### src/rtl/rbd_pkg.sv
// ----------------------------------------------------------------------------
// rbd_pkg
// Shared types and constants of the run-length block decoder.
// ----------------------------------------------------------------------------
package rbd_pkg;

  localparam int unsigned BYTE_W   = 8;
  localparam int unsigned COUNT_W  = 7;
  localparam int unsigned LENGTH_W = 16;

  // Control byte layout: bit 7 marks a repeated run, the low bits hold a count.
  localparam int unsigned CTRL_RUN_BIT = 7;
  localparam logic [COUNT_W-1:0] COUNT_MAX = 7'd127;

  localparam logic [LENGTH_W-1:0] OUTPUT_LENGTH_RESET = 16'd768;
  localparam logic [LENGTH_W-1:0] CONSUMED_MAX        = 16'hFFFF;

  // One decoded run: a byte value, how many copies of it to output, and whether it ends the block.
  typedef struct packed {
    logic [BYTE_W-1:0]  value;
    logic [COUNT_W-1:0] repeat_res;
    logic               block_last;
  } rbd_result_t;

endpackage

### src/rtl/rbd_front.sv
// ----------------------------------------------------------------------------
// rbd_front
// Stream parser: walks the header, control and data bytes of each block,
// keeps the block counters and hands finished runs to the result queue.
// ----------------------------------------------------------------------------
module rbd_front (
  input  logic                     clk,
  input  logic                     rst_n,
  input  logic                     accept_i,
  input  logic [7:0]               data_byte_i,
  input  logic                     cfg_valid_i,
  input  logic [15:0]              cfg_output_length_i,
  output logic                     res_valid_o,
  output rbd_pkg::rbd_result_t     res_o
);
  import rbd_pkg::*;

  typedef enum logic [2:0] {
    PH_HDR_LO = 3'd0,
    PH_HDR_HI = 3'd1,
    PH_CTRL   = 3'd2,
    PH_RUN    = 3'd3,
    PH_LIT    = 3'd4,
    PH_PASS   = 3'd5,
    PH_SKIP   = 3'd6
  } phase_t;

  phase_t                phase_r, phase_nxt;
  logic [BYTE_W-1:0]     header_low_r, header_low_nxt;
  logic [LENGTH_W-1:0]   block_size_r, block_size_nxt;
  logic [LENGTH_W-1:0]   consumed_r, consumed_nxt;
  logic [LENGTH_W-1:0]   produced_r, produced_nxt;
  logic [COUNT_W-1:0]    literal_left_r, literal_left_nxt;
  logic [COUNT_W-1:0]    run_count_r, run_count_nxt;
  logic [LENGTH_W-1:0]   output_length_r, output_length_nxt;

  logic                  in_block;
  logic [LENGTH_W-1:0]   consumed_inc;
  logic [LENGTH_W-1:0]   remaining;
  logic [LENGTH_W-1:0]   ctrl_count;
  logic [COUNT_W-1:0]    emit_n;
  logic                  do_emit;
  logic [LENGTH_W-1:0]   produced_sum;
  logic                  emit_last;

  assign in_block = (phase_r == PH_CTRL) || (phase_r == PH_RUN) ||
                    (phase_r == PH_LIT)  || (phase_r == PH_PASS);

  assign remaining = (output_length_r > produced_r) ?
                     (output_length_r - produced_r) : '0;
  assign ctrl_count = {{(LENGTH_W-COUNT_W){1'b0}}, data_byte_i[COUNT_W-1:0]};

  always_comb begin
    consumed_inc = consumed_r;
    if ((in_block || phase_r == PH_SKIP) && consumed_r != CONSUMED_MAX) begin
      consumed_inc = consumed_r + 16'd1;
    end
  end

  always_comb begin
    phase_nxt         = phase_r;
    header_low_nxt    = header_low_r;
    block_size_nxt    = block_size_r;
    consumed_nxt      = consumed_r;
    produced_nxt      = produced_r;
    literal_left_nxt  = literal_left_r;
    run_count_nxt     = run_count_r;
    output_length_nxt = output_length_r;
    do_emit           = 1'b0;
    emit_n            = '0;

    if (accept_i) begin
      consumed_nxt = consumed_inc;
      case (phase_r)
        PH_HDR_HI: begin
          block_size_nxt   = {data_byte_i, header_low_r};
          consumed_nxt     = '0;
          produced_nxt     = '0;
          literal_left_nxt = '0;
          run_count_nxt    = '0;
          phase_nxt        = PH_CTRL;
          if (output_length_r == '0) begin
            phase_nxt = (block_size_nxt == '0) ? PH_HDR_LO : PH_SKIP;
          end
        end
        PH_CTRL: begin
          if (data_byte_i[CTRL_RUN_BIT]) begin
            run_count_nxt = data_byte_i[COUNT_W-1:0];
            phase_nxt     = PH_RUN;
          end else if (data_byte_i != '0) begin
            literal_left_nxt = (ctrl_count < remaining) ?
                               data_byte_i[COUNT_W-1:0] : remaining[COUNT_W-1:0];
            phase_nxt        = PH_LIT;
          end else begin
            phase_nxt = PH_PASS;
          end
        end
        PH_RUN: begin
          phase_nxt = PH_CTRL;
          emit_n    = (remaining < {{(LENGTH_W-COUNT_W){1'b0}}, run_count_r}) ?
                      remaining[COUNT_W-1:0] : run_count_r;
          do_emit   = (emit_n != '0);
        end
        PH_LIT: begin
          if (literal_left_r != '0) begin
            literal_left_nxt = literal_left_r - 7'd1;
          end
          if (literal_left_nxt == '0) begin
            phase_nxt = PH_CTRL;
          end
          emit_n  = 7'd1;
          do_emit = 1'b1;
        end
        PH_PASS: begin
          phase_nxt = PH_CTRL;
          emit_n    = 7'd1;
          do_emit   = 1'b1;
        end
        PH_SKIP: begin
          if (consumed_inc >= block_size_r) begin
            phase_nxt = PH_HDR_LO;
          end
        end
        // Header low byte; the unused phase code behaves the same way.
        default: begin
          header_low_nxt = data_byte_i;
          phase_nxt      = PH_HDR_HI;
        end
      endcase

      if (do_emit) begin
        produced_nxt = produced_sum;
        if (emit_last) begin
          phase_nxt = (consumed_inc >= block_size_r) ? PH_HDR_LO : PH_SKIP;
        end
      end
    end

    if (cfg_valid_i) begin
      output_length_nxt = cfg_output_length_i;
      // A shorter length can end the block that is being decoded.
      if (!accept_i && in_block && produced_r >= cfg_output_length_i) begin
        phase_nxt = (consumed_r >= block_size_r) ? PH_HDR_LO : PH_SKIP;
      end
    end
  end

  assign produced_sum = produced_r + {{(LENGTH_W-COUNT_W){1'b0}}, emit_n};
  assign emit_last    = (produced_sum >= output_length_r);

  assign res_valid_o      = do_emit;
  assign res_o.value      = data_byte_i;
  assign res_o.repeat_res = emit_n;
  assign res_o.block_last = emit_last;

  always_ff @(posedge clk) begin
    if (!rst_n) begin
      phase_r         <= PH_HDR_LO;
      header_low_r    <= '0;
      block_size_r    <= '0;
      consumed_r      <= '0;
      produced_r      <= '0;
      literal_left_r  <= '0;
      run_count_r     <= '0;
      output_length_r <= OUTPUT_LENGTH_RESET;
    end else begin
      phase_r         <= phase_nxt;
      header_low_r    <= header_low_nxt;
      block_size_r    <= block_size_nxt;
      consumed_r      <= consumed_nxt;
      produced_r      <= produced_nxt;
      literal_left_r  <= literal_left_nxt;
      run_count_r     <= run_count_nxt;
      output_length_r <= output_length_nxt;
    end
  end

  // A run always carries at least one copy and never more than COUNT_MAX.
  a_emit_count: assert property (@(posedge clk) disable iff (!rst_n)
    res_valid_o |-> (res_o.repeat_res != '0 && res_o.repeat_res <= COUNT_MAX))
    else $error("run emitted with an out-of-range count");

  // The header resets the block counters.
  a_header_clear: assert property (@(posedge clk) disable iff (!rst_n)
    (accept_i && phase_r == PH_HDR_HI) |=> (produced_r == '0 && consumed_r == '0))
    else $error("block counters not cleared by header");

  // The last run of a block is followed by skip or header phase.
  a_last_ends: assert property (@(posedge clk) disable iff (!rst_n)
    (res_valid_o && res_o.block_last && !cfg_valid_i) |=>
      (phase_r == PH_HDR_LO || phase_r == PH_SKIP))
    else $error("block did not end after its last run");

endmodule

### src/rtl/rbd_queue.sv
// ----------------------------------------------------------------------------
// rbd_queue
// Small register queue between the parser and the result port; it holds
// decoded runs until the consumer pops them.
// ----------------------------------------------------------------------------
module rbd_queue #(
  parameter int unsigned DEPTH = 4
) (
  input  logic                  clk,
  input  logic                  rst_n,
  input  logic                  push_i,
  input  rbd_pkg::rbd_result_t  push_data_i,
  input  logic                  pop_i,
  output logic                  full_o,
  output logic                  empty_o,
  output rbd_pkg::rbd_result_t  head_o
);
  import rbd_pkg::*;

  localparam int unsigned PTR_W = (DEPTH > 1) ? $clog2(DEPTH) : 1;
  localparam int unsigned CNT_W = $clog2(DEPTH + 1);
  localparam logic [PTR_W-1:0] PTR_LAST = PTR_W'(DEPTH - 1);
  localparam logic [CNT_W-1:0] CNT_FULL = CNT_W'(DEPTH);

  rbd_result_t       slot_r [DEPTH];
  logic [PTR_W-1:0]  wr_ptr_r, wr_ptr_nxt;
  logic [PTR_W-1:0]  rd_ptr_r, rd_ptr_nxt;
  logic [CNT_W-1:0]  count_r, count_nxt;
  logic              do_push;
  logic              do_pop;

  assign full_o  = (count_r == CNT_FULL);
  assign empty_o = (count_r == '0);
  assign head_o  = slot_r[rd_ptr_r];

  assign do_push = push_i && !full_o;
  assign do_pop  = pop_i && !empty_o;

  always_comb begin
    wr_ptr_nxt = wr_ptr_r;
    rd_ptr_nxt = rd_ptr_r;
    count_nxt  = count_r;
    if (do_push) begin
      wr_ptr_nxt = (wr_ptr_r == PTR_LAST) ? '0 : wr_ptr_r + 1'b1;
    end
    if (do_pop) begin
      rd_ptr_nxt = (rd_ptr_r == PTR_LAST) ? '0 : rd_ptr_r + 1'b1;
    end
    if (do_push && !do_pop) begin
      count_nxt = count_r + 1'b1;
    end else if (do_pop && !do_push) begin
      count_nxt = count_r - 1'b1;
    end
  end

  always_ff @(posedge clk) begin
    if (do_push) begin
      slot_r[wr_ptr_r] <= push_data_i;
    end
  end

  always_ff @(posedge clk) begin
    if (!rst_n) begin
      wr_ptr_r <= '0;
      rd_ptr_r <= '0;
      count_r  <= '0;
    end else begin
      wr_ptr_r <= wr_ptr_nxt;
      rd_ptr_r <= rd_ptr_nxt;
      count_r  <= count_nxt;
    end
  end

  a_count_range: assert property (@(posedge clk) disable iff (!rst_n)
    count_r <= CNT_FULL)
    else $error("queue occupancy beyond its depth");

  // The parser only pushes for a byte it was allowed to take.
  a_no_overflow: assert property (@(posedge clk) disable iff (!rst_n)
    push_i |-> !full_o)
    else $error("request pushed into a full queue");

  a_count_track: assert property (@(posedge clk) disable iff (!rst_n)
    (do_push && !do_pop) |=> (count_r == $past(count_r) + 1'b1))
    else $error("queue occupancy did not follow a push");

endmodule

### src/rtl/rle_block_decoder_core.sv
// ----------------------------------------------------------------------------
// rle_block_decoder_core
// Run-length block decoder: parses headers and control bytes and delivers
// each run as a (value, count) request through a result queue.
// ----------------------------------------------------------------------------
//  Channel  Direction  Handshake            Payload
//  in_      input      in_push / in_full     in_data_byte
//  out_     output     out_empty / out_pop   out_value, out_repeat_res,
//                                            out_block_last
//  cfg_     input      cfg_valid / cfg_ready cfg_output_length
//
// One compressed byte is taken per cycle; a decoded run enters the result
// queue in the same cycle and can be popped from the next cycle on.
// The parser stalls only when the result queue holds QUEUE_DEPTH requests.
// cfg_ready is always high; the length register takes effect at once.
// Synchronous reset returns to the header phase with output length 768.
// ----------------------------------------------------------------------------
module rle_block_decoder_core #(
  parameter int unsigned QUEUE_DEPTH = 4
) (
  input  logic         clk,
  input  logic         rst_n,
  input  logic         in_push,
  output logic         in_full,
  input  logic [7:0]   in_data_byte,
  output logic         out_empty,
  input  logic         out_pop,
  output logic [7:0]   out_value,
  output logic [6:0]   out_repeat_res,
  output logic         out_block_last,
  input  logic         cfg_valid,
  output logic         cfg_ready,
  input  logic [15:0]  cfg_output_length
);
  import rbd_pkg::*;

  logic        accept;
  logic        res_valid;
  rbd_result_t res;
  rbd_result_t head;

  assign accept    = in_push && !in_full;
  assign cfg_ready = 1'b1;

  rbd_front u_front (
    .clk                 (clk),
    .rst_n               (rst_n),
    .accept_i            (accept),
    .data_byte_i         (in_data_byte),
    .cfg_valid_i         (cfg_valid),
    .cfg_output_length_i (cfg_output_length),
    .res_valid_o         (res_valid),
    .res_o               (res)
  );

  rbd_queue #(
    .DEPTH (QUEUE_DEPTH)
  ) u_queue (
    .clk         (clk),
    .rst_n       (rst_n),
    .push_i      (res_valid),
    .push_data_i (res),
    .pop_i       (out_pop),
    .full_o      (in_full),
    .empty_o     (out_empty),
    .head_o      (head)
  );

  assign out_value      = head.value;
  assign out_repeat_res = head.repeat_res;
  assign out_block_last = head.block_last;

endmodule

### config.mk
export PLATFORM = sky130hd
export DESIGN_NAME = rle_block_decoder_core
export DESIGN_NICKNAME = d
export VERILOG_FILES = /design/src/rtl/rbd_pkg.sv /design/src/rtl/rbd_front.sv /design/src/rtl/rbd_queue.sv /design/src/rtl/rle_block_decoder_core.sv
export SDC_FILE = /design/constraint.sdc
export NUM_CORES = 1
export LEC_CHECK = 0
export CAP_MARGIN = 10
export CORE_AREA = 2 2 126 177
export DETAILED_ROUTE_END_ITERATION = 16
export DIE_AREA = 0 0 128 179
export DONT_BUFFER_PORTS = 1
export GPL_TIMING_DRIVEN = 0
export SYNTH_ARGS = -nofsm -noshare
export SYNTH_HDL_FRONTEND = slang
export SYNTH_SLANG_ARGS = --single-unit
### constraint.sdc
create_clock -name clk -period 9.4 [get_ports clk]
set_input_delay 1.41 -clock clk [delete_from_list [all_inputs] [get_ports clk]]
set_output_delay 1.41 -clock clk [all_outputs]
set_load 0.02 [all_outputs]
Word level (Yosys, flattened, before mapping):

Memory sizes are Yosys's and may differ from the RTL's. A register that Yosys moved wholly into a read port is not among the register bits.
Index checks and enable logic that the tools add are counted.

* add/sub/neg operators: 8
* magnitude comparators: 7
* equality and inequality tests: 13
* mux-type cells: 42
* bitwise gates (word level): 1
* reduce and logical (&&, ||, !) cells: 36

Operators with widths (number)
* 16-bit two-way mux: 5
* 16-bit >= comparator: 4
* 7-bit two-way mux: 9
* 3-bit two-way mux: 14
* 16-bit zero test: 2
* 7-bit case mux with 2 select lines: 2
* 7-bit case mux with 3 select lines: 1
* 16-bit by 1-bit adder with 16-bit output, second input constant: 1
* 16-bit by 7-bit adder with 16-bit output: 1
* 16-bit > comparator: 1
* 16-bit by 7-bit less-than comparator with 1-bit output: 1
* 7-bit by 16-bit less-than comparator with 1-bit output: 1
* 16-bit inequality test, second input constant: 1
* 16-bit subtractor: 1
* 3-bit case mux with 5 select lines: 1
* 7-bit nonzero test: 2
* 3-bit equality test, second input constant: 4
* 1-bit logical AND: 8
* 2-bit two-way mux: 4
* 8-bit nonzero test: 1
* 7-bit zero test: 1
* 7-bit by 1-bit subtractor with 7-bit output, second input constant: 1
* 3-bit by 2-bit equality test with 1-bit output, second input constant: 2
* 2-bit inequality test, second input constant: 3
* other kinds (18): 36

* register bits after elaboration: 96
* memory bits (writable): 64
* bits of input ports: 29
* memories kept: 1

Memories
* u_queue.slot_r: depth 4, bits a word 16, rd ports 1, clocked after Yosys merged registers in 1, write ports 1, line rbd_queue.sv:25 `rbd_result_t slot_r [DEPTH];`

Logic depth before layout (Yosys ltp):

Gate-level depths: netlist of run 1.

* depth after elaboration: 15
* depth in mapped cells: 40
* depth with buffers taken out: 39

Modules after synthesis:

Synthesis of run 1 repeated with hierarchy kept, for this count alone.

* cell total of the unflattened synthesis: 1140
* area, all modules: 10709.0 µm²

Modules (own cells, without submodules)
* rbd_front: instances 1, cells each 1002, area each 7856.3 µm²
* rbd_queue: instances 1, cells each 135, area each 2827.7 µm²
* rle_block_decoder_core: instances 1, cells each 3, area each 25.0 µm²

Least setup slack after synthesis of run 1:

No wires, ideal clock.

* kind: register to register
* start: reg u_front.output_length_r[0]
* end: reg u_front.phase_r[2]
* setup time: 0.079 ns
* data arrival time: 7.466 ns
* required time: 9.321 ns
* path slack: 1.855 ns
* cell stages (with the launch flop): 41
* buffers on the path: 1
* path through: dfxtp_1 > inv_1 > ha_1 > inv_1 > fa_1 > a21o_1 > a22o_1 > o21a_1 > o21a_1 > and2_1 > ha_1 > o21ai_0 > nand2b_1 > a21oi_1 > or4b_2 > a32oi_1 > o21a_1 > a211o_1 > (+5 left out) > fa_1 > a21o_1 > a21oi_1 > o21bai_1 > a21oi_1 > nor2b_1 > o21a_1 > nand3_1 > xnor2_1 > ha_1 > a21o_1 > a21oi_1 > nor2_1 > a211oi_1 > o31a_1 > nor2b_1 > a32o_1 > a211oi_2

RTL lines
* from (decl): line rbd_front.sv:35 `logic [LENGTH_W-1:0] output_length_r, output_length_nxt;`
* from (signal assigned): line rbd_front.sv:174 `output_length_r <= output_length_nxt;`
* to (signal assigned): line rbd_front.sv:167 `phase_r <= phase_nxt;`
* to (decl): line rbd_front.sv:28 `phase_t phase_r, phase_nxt;`

==> results of run 1 <==
[worst min path at each step]
stage / startpoint / depth (start not counted) / end / slack [ns]
after floorplan: u_front.block_size_r[10] / 2 / u_front.block_size_r[10] / 0.44
after global placement: u_front.block_size_r[7] / 2 / u_front.block_size_r[7] / 0.45
after detailed placement: u_front.block_size_r[2] / 2 / u_front.block_size_r[2] / 0.45
after CTS: u_front.block_size_r[2] / 2 / u_front.block_size_r[2] / 0.46
after global routing: u_front.block_size_r[4] / 2 / u_front.block_size_r[4] / 0.49
final: u_front.block_size_r[3] / 2 / u_front.block_size_r[3] / 0.46
[sequential cells by signal, summed over array words and instances, names as in the netlist, 7 cells and up, named ones only]
name and cells:
u_front.header_low_r 8, u_front.run_count_r 7, u_queue.slot_r 64, u_front.produced_r 16, u_front.block_size_r 16, u_front.output_length_r 16, u_front.literal_left_r 7, u_front.consumed_r 16
[kinds of logic after synthesis]
logic type                 share of synthesized area
AOI/OAI and AO/OA                              0.176
xor gates and xnor gates                      0.0324
adders and majority gates                      0.136
buffers and inverters                         0.0550
DFF                                            0.369
muxes                                         0.0715
other                                       0.000356
and+or+nand+nor                                0.160
[power by group through the flow]
stage / sequential, mW / clock [mW] / combinational (mW)
after floorplan: 0.801 / 0 / 0.445
after global placement: 0.811 / 0 / 0.578
after detailed placement: 0.812 / 0 / 0.581
after CTS: 0.796 / 0.686 / 0.584
after global routing: 0.801 / 0.713 / 0.647
final: 0.797 / 0.678 / 0.583
[synth_stat cells, types with 15 or more instances]
cell type and count:
nand3_1 50, o21ai_0 51, dfxtp_1 98, nor3_1 18, nor4_1 15, clkbuf_1 34, o211ai_1 18, xnor2_1 29
inv_1 94, nand2b_1 24, mux2i_1 37, nor2_1 91, edfxtp_1 64, mux4_2 16, ha_1 110, a21o_1 32
and3_1 16, a21oi_1 92, nand2_1 75
[per-stage QoR]
step                      instance area [um2]  power, mW   util
after CTS                               11400       2.07  0.533
after global placement                  10900       1.39  0.506
after floorplan                         10500       1.25      -
after detailed placement                10900       1.39  0.507
final                                   11400       2.06  0.533
after global routing                    11400       2.16  0.533
[layout by cell type, fill, tap and decap left out, types with 5 or more instances in the layout]
cell type,instances
clkbuf_16,17
nand2b_1,24
buf_1,9
clkbuf_1,33
or3_1,6
o21bai_1,6
o211ai_1,18
nand4_1,14
and2_1,9
o21ai_0,50
mux4_2,16
mux2i_1,37
ha_1,109
xnor2_1,29
or4_1,5
a31oi_1,9
edfxtp_1,64
xor2_1,10
dfxtp_1,98
nand3_1,50
nor2b_1,9
a211oi_1,10
and3_1,16
nor2_1,91
nor4_1,14
inv_1,94
a22oi_1,14
a21o_1,32
a21oi_1,90
o21a_1,13
nand2_1,75
nor3_1,18
o2111ai_1,5
[worst min-delay path, stage by stage (launching register included)]
cell     delay (ns)
dfxtp_1        0.31
nand2_1        0.05
a21oi_1        0.05
[final cells by class]
cell class	count	area [um2]	area share
Multi-Input combinational cell	841	6090	0.532
Sequential cell	162	3880	0.340
Clock buffer	19	433	0.0378
Inverter	95	357	0.0312
Tap cell	264	330	0.0289
Buffer	48	211	0.0185
Clock inverter	13	128	0.0112
Timing Repair Buffer	1	7.51	0.000656
[metal layers]
layer	part of all wire	wire length, um
met5	0	0
met3	0.037	1050
met1	0.41	11600
met2	0.52	14700
met4	0.041	1180
==> metrics.md, run 1 <==
| Metric | Value |
|---|---|
| Post-synth top area cell | dfxtp_1 |
| Cts hold-fix bufs | 0 |
| Diode count | 0 |
| Worst setup path start | u_front.produced_r[0] |
| Chip height | 179 um |
| Max-Cap Viols | 0 |
| Final WS setup | 0.629 ns |
| Die ar. | 22900 um2 |
| Port Buffers | 0 |
| Arr. time, crit path | 9.13 ns |
| Yosys top cell area share | 0.186 |
| Worst path slowest cell | or4b_2 |
| Sequential area share after synthesis | 0.369 |
| Crit. End Element | flop |
| Reg-to-reg startpoint | u_front.produced_r[0] |
| Ys async rst share | 0 |
| Flop2flop setup slack | 0.63 ns |
| CP Launch Type | flop |
| Top_reg_cell synth | dfxtp_1 |
| Clk Tree Root Cell | clkbuf_16 |
| DPL Wire Length | 21.9 mm |
| Leakage | 4.53 nW |
| I/O Pins | 48 |
| Non-filler cells, final | 1443 |
| Drt total wl | 28.5 mm |
| Critical path class | reg -> reg |
| Hold Violations, Final | 0 |
| Global route overflow | 0 |
| Largest cells by area after synthesis | dfxtp_1 19%, edfxtp_1 18%, ha_1 13% |
| Share of layout cells above drive strength 1 | 0.0560 |
| Met2 usage | 0.475 |
| Worst r2r dst | u_front.phase_r[2] |
| Yosys reg bits | 162 |
| Run status | finished, final reports clean |
| Mean Syn Cell Area | 9.17 um2 |
| NumNets Final | 1308 |
| Clock network fraction of total power | 0.330 |
| CP Data Required Time | 9.76 ns |
| Post-Synthesis Cells | 1149 |
| Final Max Tran Viols | 0 |
| Site row count | 64 |
| First-pass GRT wire length | 45.4 mm |
| ANT nets after route | 0 |
| Crit path buf inv count | 2 |
| Yosys cell types | 65 |
| First DRT Iteration DRCs | 530 |
| CP max stage delay | 0.60 ns |
| Gate power share | 0.283 |
| All-Layer GR Usage | 0.259 |
| Min cycle time layout | 8.77 ns |
| Max_slew headroom | 0.354 |
| Clock skew | 0.0139 ns |
| Fill cells | 1980 |
| Final Cycle Share | 0.933 |
| Critical path's top delay family | compound AO/OA/AOI/OAI gates |
| H-tree depth | 4 |
| CTS tree | built |
| Crit path capture | u_front.phase_r[2] |
| Vias in the first global route | 8404 |
| Syn. warnings | 0 |
| Clock-pin slew on the worst setup and hold paths | 0.07 ns |
| Cts bufs inserted | 17 |
| CTS Sinks | 162 |
| Sequential Power Share | 0.387 |
| Crit path depth | 39 |
| Pwr Density | 180 nW/um2 |
| CTS resizes | 0 |
| VDD IR-drop max | 122 uV |
| Clock Latency Late Sink | 0.44 ns |
| Antenna violations before repair | 0 |
| Post-placement setup slack | 0.343 ns |
| Final setup viols | 0 |
| Setup TNS | 0 ns |
| HP Class | reg -> reg |
| NetSw | 0.709 mW |
| Mapped cell area | 10500 um2 |
| Switching part of the total | 0.345 |
| RSZ-0062 raised after global routing | no |
| Die X | 128 um |
| Area grow syn2layout | 8.58% |
| Core ar. | 21500 um2 |
| Gr busiest metal | met2 |
| Syn Nets | 1291 |
| Met1 usage | 0.294 |
| Post-CTS Setup Inserts | 0 |
| Dpl cells | 1414 |
| F_max | 0.114 GHz |
| Drt pass-1 iters | 5 |
| Worst hold slack | 0.455 ns |
| Worst-path fanout max | 9 |
| Starting Density | 0.491 |
| EDFF count, synth | 64 |
| Internal power | 1.35 mW |
| Bufs on Longest Clock Path | 2 |
| R2r worst-path depth | 39 |
| Crit path top cell by count | a21oi_1 |
| GPL Wtd Cong | 0.934 |
| Drt drc | 0 |
| Grt met3 use | 0.0406 |
| Worst Tran Pin Value | 0.969 ns |
| Via density | 5.94 |
| Wire length per cell | 19.8 um |
| Largest net degree at the start of global routing | 17 |
| Vias post-DR | 8578 |
Note: power is estimated with default switching activity, not from simulation.
==> run 2: changes to the inputs <==
--- a/constraint.sdc
+++ b/constraint.sdc
@@ -3,2 +3,2 @@
 set_output_delay 1.41 -clock clk [all_outputs]
-set_load 0.02 [all_outputs]
+set_load 0.05 [all_outputs]
==> run 2 against run 1 <==
  * Count of clock-buffer cells in the layout decreased by 1
  * Combinational power is 10% higher
  * Fmax shrank 0.69%
  * Flip-flop and latch count stayed put
  * Final cell count rose by 0.21%
  * Die area did not move
  * Worst hold slack worse by 0.0011 ns
  * Critical path type unchanged
  * Largest cell class unchanged
==> metrics.md, run 2 (synthesized netlist as in run 1, its figures left out) <==
| Metric | Value |
|---|---|
| Max reg flops | 64 (unchanged) |
| ANT nets after route | 0 (unchanged) |
| Clock Latency Late Sink | 0.44 ns (about the same) |
| NumNets Final | 1311 (+0.23%) |
| CP Launch Type | flop |
| Run status | finished, final reports clean |
| Crit path top cell by count | a21oi_1 |
| CTS Sinks | 162 (unchanged) |
| Most common cell after layout, fill and taps aside | ha_1 |
| Diode count | 0 (unchanged) |
| Final Max Tran Viols | 0 (unchanged) |
| Post-CTS Setup Inserts | 0 (unchanged) |
| H-tree depth | 4 (unchanged) |
| Internal power | 1.36 mW (+0.75%) |
| Drt drc | 0 (unchanged) |
| Global route overflow | 0 (unchanged) |
| Share of layout cells above drive strength 1 | 0.0584 (+0.00240) |
| Vias post-DR | 8666 (+1.0%) |
| Worst path slowest cell | or4b_2 |
| F_max | 0.113 GHz (-0.69%) |
| Core ar. | 21500 um2 (unchanged) |
| Most flops, register | u_queue.slot_r |
| Drt pass-1 iters | 5 (unchanged) |
| Wire length per cell | 20.0 um (+1.3%) |
| Cts hold-fix bufs | 0 (unchanged) |
| First-pass GRT wire length | 45.7 mm (+0.64%) |
| Leakage | 4.56 nW (+0.67%) |
| Cts bufs inserted | 17 (unchanged) |
| Final setup viols | 0 (unchanged) |
| Min cycle time layout | 8.83 ns (+0.0609 ns) |
| Die ar. | 22900 um2 (unchanged) |
| CTS tree | built |
| VDD IR-drop max | 127 uV (+3.8%) |
| I/O Pins | 48 (unchanged) |
| Clock-pin slew on the worst setup and hold paths | 0.07 ns (about the same) |
| Arr. time, crit path | 9.19 ns (+0.06 ns) |
| Site row count | 64 (unchanged) |
| Sequential Power Share | 0.375 (-0.012) |
| Fill cells | 2052 (+3.6%) |
| Gate power share | 0.301 (+0.018) |
| Clock skew | 0.0113 ns (-0.00264 ns) |
| All-Layer GR Usage | 0.262 (+0.00222) |
| Worst Tran Pin Value | 0.964 ns (-0.00501 ns) |
| NetSw | 0.770 mW (+8.6%) |
| Via density | 5.99 (+0.82%) |
| CP max stage delay | 0.60 ns (about the same) |
| Area grow syn2layout | 8.88% |
| Chip height | 179 um (unchanged) |
| Max-Cap Viols | 0 (unchanged) |
| Worst-path fanout max | 9 (unchanged) |
| Switching part of the total | 0.362 (+0.0170) |
| Vias in the first global route | 8568 (+2.0%) |
| CP Data Required Time | 9.76 ns (about the same) |
| Drt total wl | 29.0 mm (+1.5%) |
| Max_slew headroom | 0.358 (+0.00334) |
| Largest net degree at the start of global routing | 18 (+1) |
| Port Buffers | 0 (unchanged) |
| Crit. End Element | flop |
| Final Cycle Share | 0.940 (+0.00648) |
| Hold Violations, Final | 0 (unchanged) |
| Starting Density | 0.491 (unchanged) |
| DPL Wire Length | 22.0 mm (+0.54%) |
| Setup TNS | 0 ns (unchanged) |
| Worst hold slack | 0.454 ns (-0.00115 ns) |
| Clock network fraction of total power | 0.324 (-0.006) |
| HP Class | reg -> reg |
| RSZ-0062 raised after global routing | no |
| GPL Wtd Cong | 0.934 (unchanged) |
| First DRT Iteration DRCs | 569 (+7.4%) |
| Bufs on Longest Clock Path | 2 (unchanged) |
| Antenna violations before repair | 0 (unchanged) |
| Pwr Density | 186 nW/um2 (+3.2%) |
| Clk Tree Root Cell | clkbuf_16 |
| Most frequent cells in the layout | 110 x ha_1, 98 x dfxtp_1, 94 x inv_1, 91 x nor2_1, 90 x a21oi_1 |
| CTS resizes | 0 (unchanged) |
| Die X | 128 um (unchanged) |
| Critical path class | reg -> reg |
==> run 2: layout make-up <==
cell class / instances / area [um2] / area share
tap: 264 / 330 / 0.0288
buffer: 50 / 219 / 0.0191
clock inverter: 14 / 146 / 0.0128
inverter: 95 / 357 / 0.0311
multi-input combinational: 841 / 6090 / 0.531
clock buffer: 18 / 429 / 0.0374
timing repair buffer: 2 / 15.0 / 0.00131
sequential: 162 / 3880 / 0.339
==> run 2: path summary, 6_finish.rpt <==
path | to | cells after the start | startpoint | slack (ns)
setup / recovery | u_front.phase_r[2] | 39 | u_front.produced_r[7] | 0.57
hold / removal | u_front.block_size_r[15] | 2 | u_front.block_size_r[15] | 0.45
setup reg to reg | u_front.phase_r[2] | 39 | u_front.produced_r[7] | 0.57
hold reg to reg | u_front.block_size_r[15] | 2 | u_front.block_size_r[15] | 0.45
==> run 2: critical path: cells and delay by family, from the launching register on <==
family          cells  cell delay, ns
compound gates     20            4.11
xor+xnor            1            0.16
fa+ha+maj           5            1.71
buf+inv             3            0.55
flops               1            0.35
mux                 1            0.37
simple gates        9            1.48
==> run 2: per-layer routing <==
layer | GRT usage | part of all wire | vias to the layer above
li1 | - | - | 4232
met1 | 0.296 | 0.41 | 4160
met2 | 0.479 | 0.51 | 205
met3 | 0.0448 | 0.038 | 69
met4 | 0.118 | 0.041 | 0
met5 | 0 | 0 | -
==> run 2: power by group through the flow <==
stage               Clock, mW  Combinational (mW)  Sequential (mW)
floorplan                   0               0.492            0.801
global placement            0               0.625            0.811
detailed placement          0               0.637            0.813
CTS                     0.703               0.641            0.797
global route            0.731               0.702            0.802
finish                  0.690               0.642            0.798
==> run 2: metrics by stage <==
step / setup slack (ns) / util / power [mW] / instances / area, um2
floorplan: 1.85 / - / 1.29 / 1149 / 10500
global placement: 0.369 / 0.506 / 1.44 / 1413 / 10900
detailed placement: 0.397 / 0.508 / 1.45 / 1415 / 10900
CTS: 0.320 / 0.534 / 2.14 / 1447 / 11500
global route: 0.0150 / 0.535 / 2.24 / 1446 / 11500
finish: 0.568 / 0.535 / 2.13 / 1446 / 11500
==> run 3: changes to the inputs <==
MAX_ROUTING_LAYER = met4   (was not set)
==> run 3 against run 2 <==
  * Clock power shrank 0.7%
  * Final cell count down 0.21%
  * Sequential power about the same
  * Critical path type unchanged
  * Die area did not move
  * First-iteration DRC count up 1.4%
  * Core utilization hardly changed
  * Flip-flop and latch count did not move
  * Via count hardly changed
  * Combinational power is essentially flat
  * Cell area about the same
  * Register-to-register slack gained 0.04 ns
  * Setup slack better by 0.036 ns
==> metrics.md, run 3 (synthesized netlist as in run 1, its figures left out) <==
| Metric | Value |
|---|---|
| Run status | finished, final reports clean |
| CTS Sinks | 162 (unchanged) |
| Worst Tran Pin Value | 0.948 ns (-0.0158 ns) |
| Switching part of the total | 0.367 (+0.00549) |
| Dpl cells | 1415 (unchanged) |
| Starting Density | 0.491 (unchanged) |
| Pwr Density | 185 nW/um2 (-0.14%) |
| CP Data Required Time | 9.77 ns (about the same) |
| Arr. time, crit path | 9.17 ns (-0.02 ns) |
| Largest net degree at the start of global routing | 18 (unchanged) |
| Final setup viols | 0 (unchanged) |
| DPL Wire Length | 22.0 mm (about the same) |
| Final Max Tran Viols | 0 (unchanged) |
| Non-filler cells, final | 1443 (-0.21%) |
| Max_slew headroom | 0.368 (+0.0105) |
| CP Launch Type | flop |
| First-pass GRT wire length | 46.3 mm (+1.2%) |
| Critical path's top delay family | compound AO/OA/AOI/OAI gates |
| Max-Cap Viols | 0 (unchanged) |
| Sequential Power Share | 0.375 (about the same) |
| Clock Latency Late Sink | 0.45 ns (about the same) |
| Clock skew | 0.0151 ns (+0.00379 ns) |
| NetSw | 0.780 mW (+1.3%) |
| Hold Violations, Final | 0 (unchanged) |
| Crit. End Element | flop |
| Core ar. | 21500 um2 (unchanged) |
| Site row count | 64 (unchanged) |
| Via density | 6.01 (+0.24%) |
| Clk Tree Root Cell | clkbuf_16 |
| Min cycle time layout | 8.80 ns (-0.0357 ns) |
| Chip height | 179 um (unchanged) |
| Diode count | 0 (unchanged) |
| VDD IR-drop max | 123 uV (-3.0%) |
| Post-CTS Setup Inserts | 0 (unchanged) |
| Port Buffers | 0 (unchanged) |
| Share of layout cells above drive strength 1 | 0.0602 (+0.00184) |
| GPL Wtd Cong | 0.955 (+2.3%) |
| Fin util | 0.534 (about the same) |
| Final Cycle Share | 0.936 (-0.00380) |
| Worst-path fanout max | 9 (unchanged) |
| First DRT Iteration DRCs | 577 (+1.4%) |
| CTS tree | built |
| Crit path top cell by count | a21oi_1 |
| Die X | 128 um (unchanged) |
| Drt pass-1 iters | 5 (unchanged) |
| Clock network fraction of total power | 0.323 (about the same) |
| Area grow syn2layout | 8.80% (about the same) |
| NumNets Final | 1308 (-0.23%) |
| Most frequent cells in the layout | 110 x ha_1, 98 x dfxtp_1, 94 x inv_1, 91 x nor2_1, 90 x a21oi_1 |
| RSZ-0062 raised after global routing | no |
| H-tree depth | 4 (unchanged) |
| Clock-pin slew on the worst setup and hold paths | 0.07 ns (about the same) |
| Drt total wl | 29.1 mm (+0.37%) |
| Die ar. | 22900 um2 (unchanged) |
| ANT nets after route | 0 (unchanged) |
| Most flops, register | u_queue.slot_r |
| Cts bufs inserted | 17 (unchanged) |
| Critical path class | reg -> reg |
| HP Class | reg -> reg |
| Global route overflow | 0 (unchanged) |
| Worst path slowest cell | or4b_2 |
| Wire length per cell | 20.1 um (+0.58%) |
| Internal power | 1.34 mW (-1.1%) |
| Leakage | 4.56 nW (about the same) |
| Vias in the first global route | 8591 (+0.27%) |
| CP max stage delay | 0.61 ns (about the same) |
| Bufs on Longest Clock Path | 2 (unchanged) |
| Vias post-DR | 8669 (+0.035%) |
| Drt drc | 0 (unchanged) |
| Final Total Pwr | 2.12 mW (-0.21%) |
| Worst hold slack | 0.456 ns (+0.00175 ns) |
| F_max | 0.114 GHz (+0.41%) |
| Crit path buf inv count | 2 (-1) |
| Most common cell after layout, fill and taps aside | ha_1 |
| Max reg flops | 64 (unchanged) |
| Fill cells | 2053 (+0.049%) |
| Gate power share | 0.302 (about the same) |
| I/O Pins | 48 (unchanged) |
| Antenna violations before repair | 0 (unchanged) |
| Setup TNS | 0 ns (unchanged) |
| All-Layer GR Usage | 0.272 (+0.0107) |
-- run 3: cell count changes in the layout (fill, tap and decap cells not counted) --
cell / change
o21ai_0: -1
clkinv_4: -3
clkbuf_1: -4
inv_8: +3
bufinv_16: -1
inv_6: +1
clkbuf_8: +1
o21ai_1: +1
nor4_2: +1
nor4_1: -1
-- run 3: power by group through the flow --
stage | sequential, mW | combinational (mW) | clock [mW]
3_5_place_dp | 0.812 | 0.636 | 0
5_1_grt | 0.802 | 0.702 | 0.727
2_1_floorplan | 0.801 | 0.492 | 0
3_3_place_gp | 0.811 | 0.623 | 0
6_report | 0.798 | 0.641 | 0.685
4_1_cts | 0.797 | 0.641 | 0.697
-- run 3: area by class of cell --
cell class                 instances  area, um2  share of cell area
buffer                            47        208              0.0181
clock buffer                      18        439              0.0383
clock inverter                    14        133              0.0116
inverter                          95        357              0.0311
multi-input combinational        841       6100               0.532
sequential                       162       3880               0.339
tap                              264        330              0.0288
timing repair buffer               2       15.0             0.00131
-- run 3: layer usage --
metal / global-route usage / wire length (um) / vias to the layer above
met1: 0.308 / 11800 / 4176
li1: - / - / 4206
met2: 0.480 / 15000 / 222
met4: 0.119 / 1150 / 0
met3: 0.0370 / 1040 / 65
met5: - / 0 / -
-- run 3: metrics by stage --
stage          area [um2]  worst slack, ns
6_report            11500            0.604
5_1_grt             11500           0.0201
4_1_cts             11500            0.255
3_5_place_dp        10900            0.318
3_3_place_gp        10900            0.356
2_1_floorplan       10500             1.85
-- run 3: path summary, 6_finish.rpt --
path                                               from                 endpoint  slack (ns)  cells past startpoint
worst max-delay path              u_front.produced_r[0]       u_front.phase_r[2]        0.60                     39
worst min-delay path            u_front.block_size_r[2]  u_front.block_size_r[2]        0.46                      2
worst max register to register    u_front.produced_r[0]       u_front.phase_r[2]        0.60                     39
worst min register to register  u_front.block_size_r[2]  u_front.block_size_r[2]        0.46                      2
-- run 3: repair_timing --
item                                    in CTS  in global routing
resized for setup                            0                  4
hold buffers                                 0                  0
endpoints found under the setup margin       0                  7
-- run 3: worst register-to-register path, delay by kind of cell (launching register included) --
kind                       cells  cell delay [ns]
AOI/OAI and AO/OA             21             4.26
adders and majority gates      6             1.90
and+or+nand+nor                8             1.42
DFF                            1             0.43
muxes                          1             0.36
buffers and inverters          2             0.21
xor gates and xnor gates       1             0.17
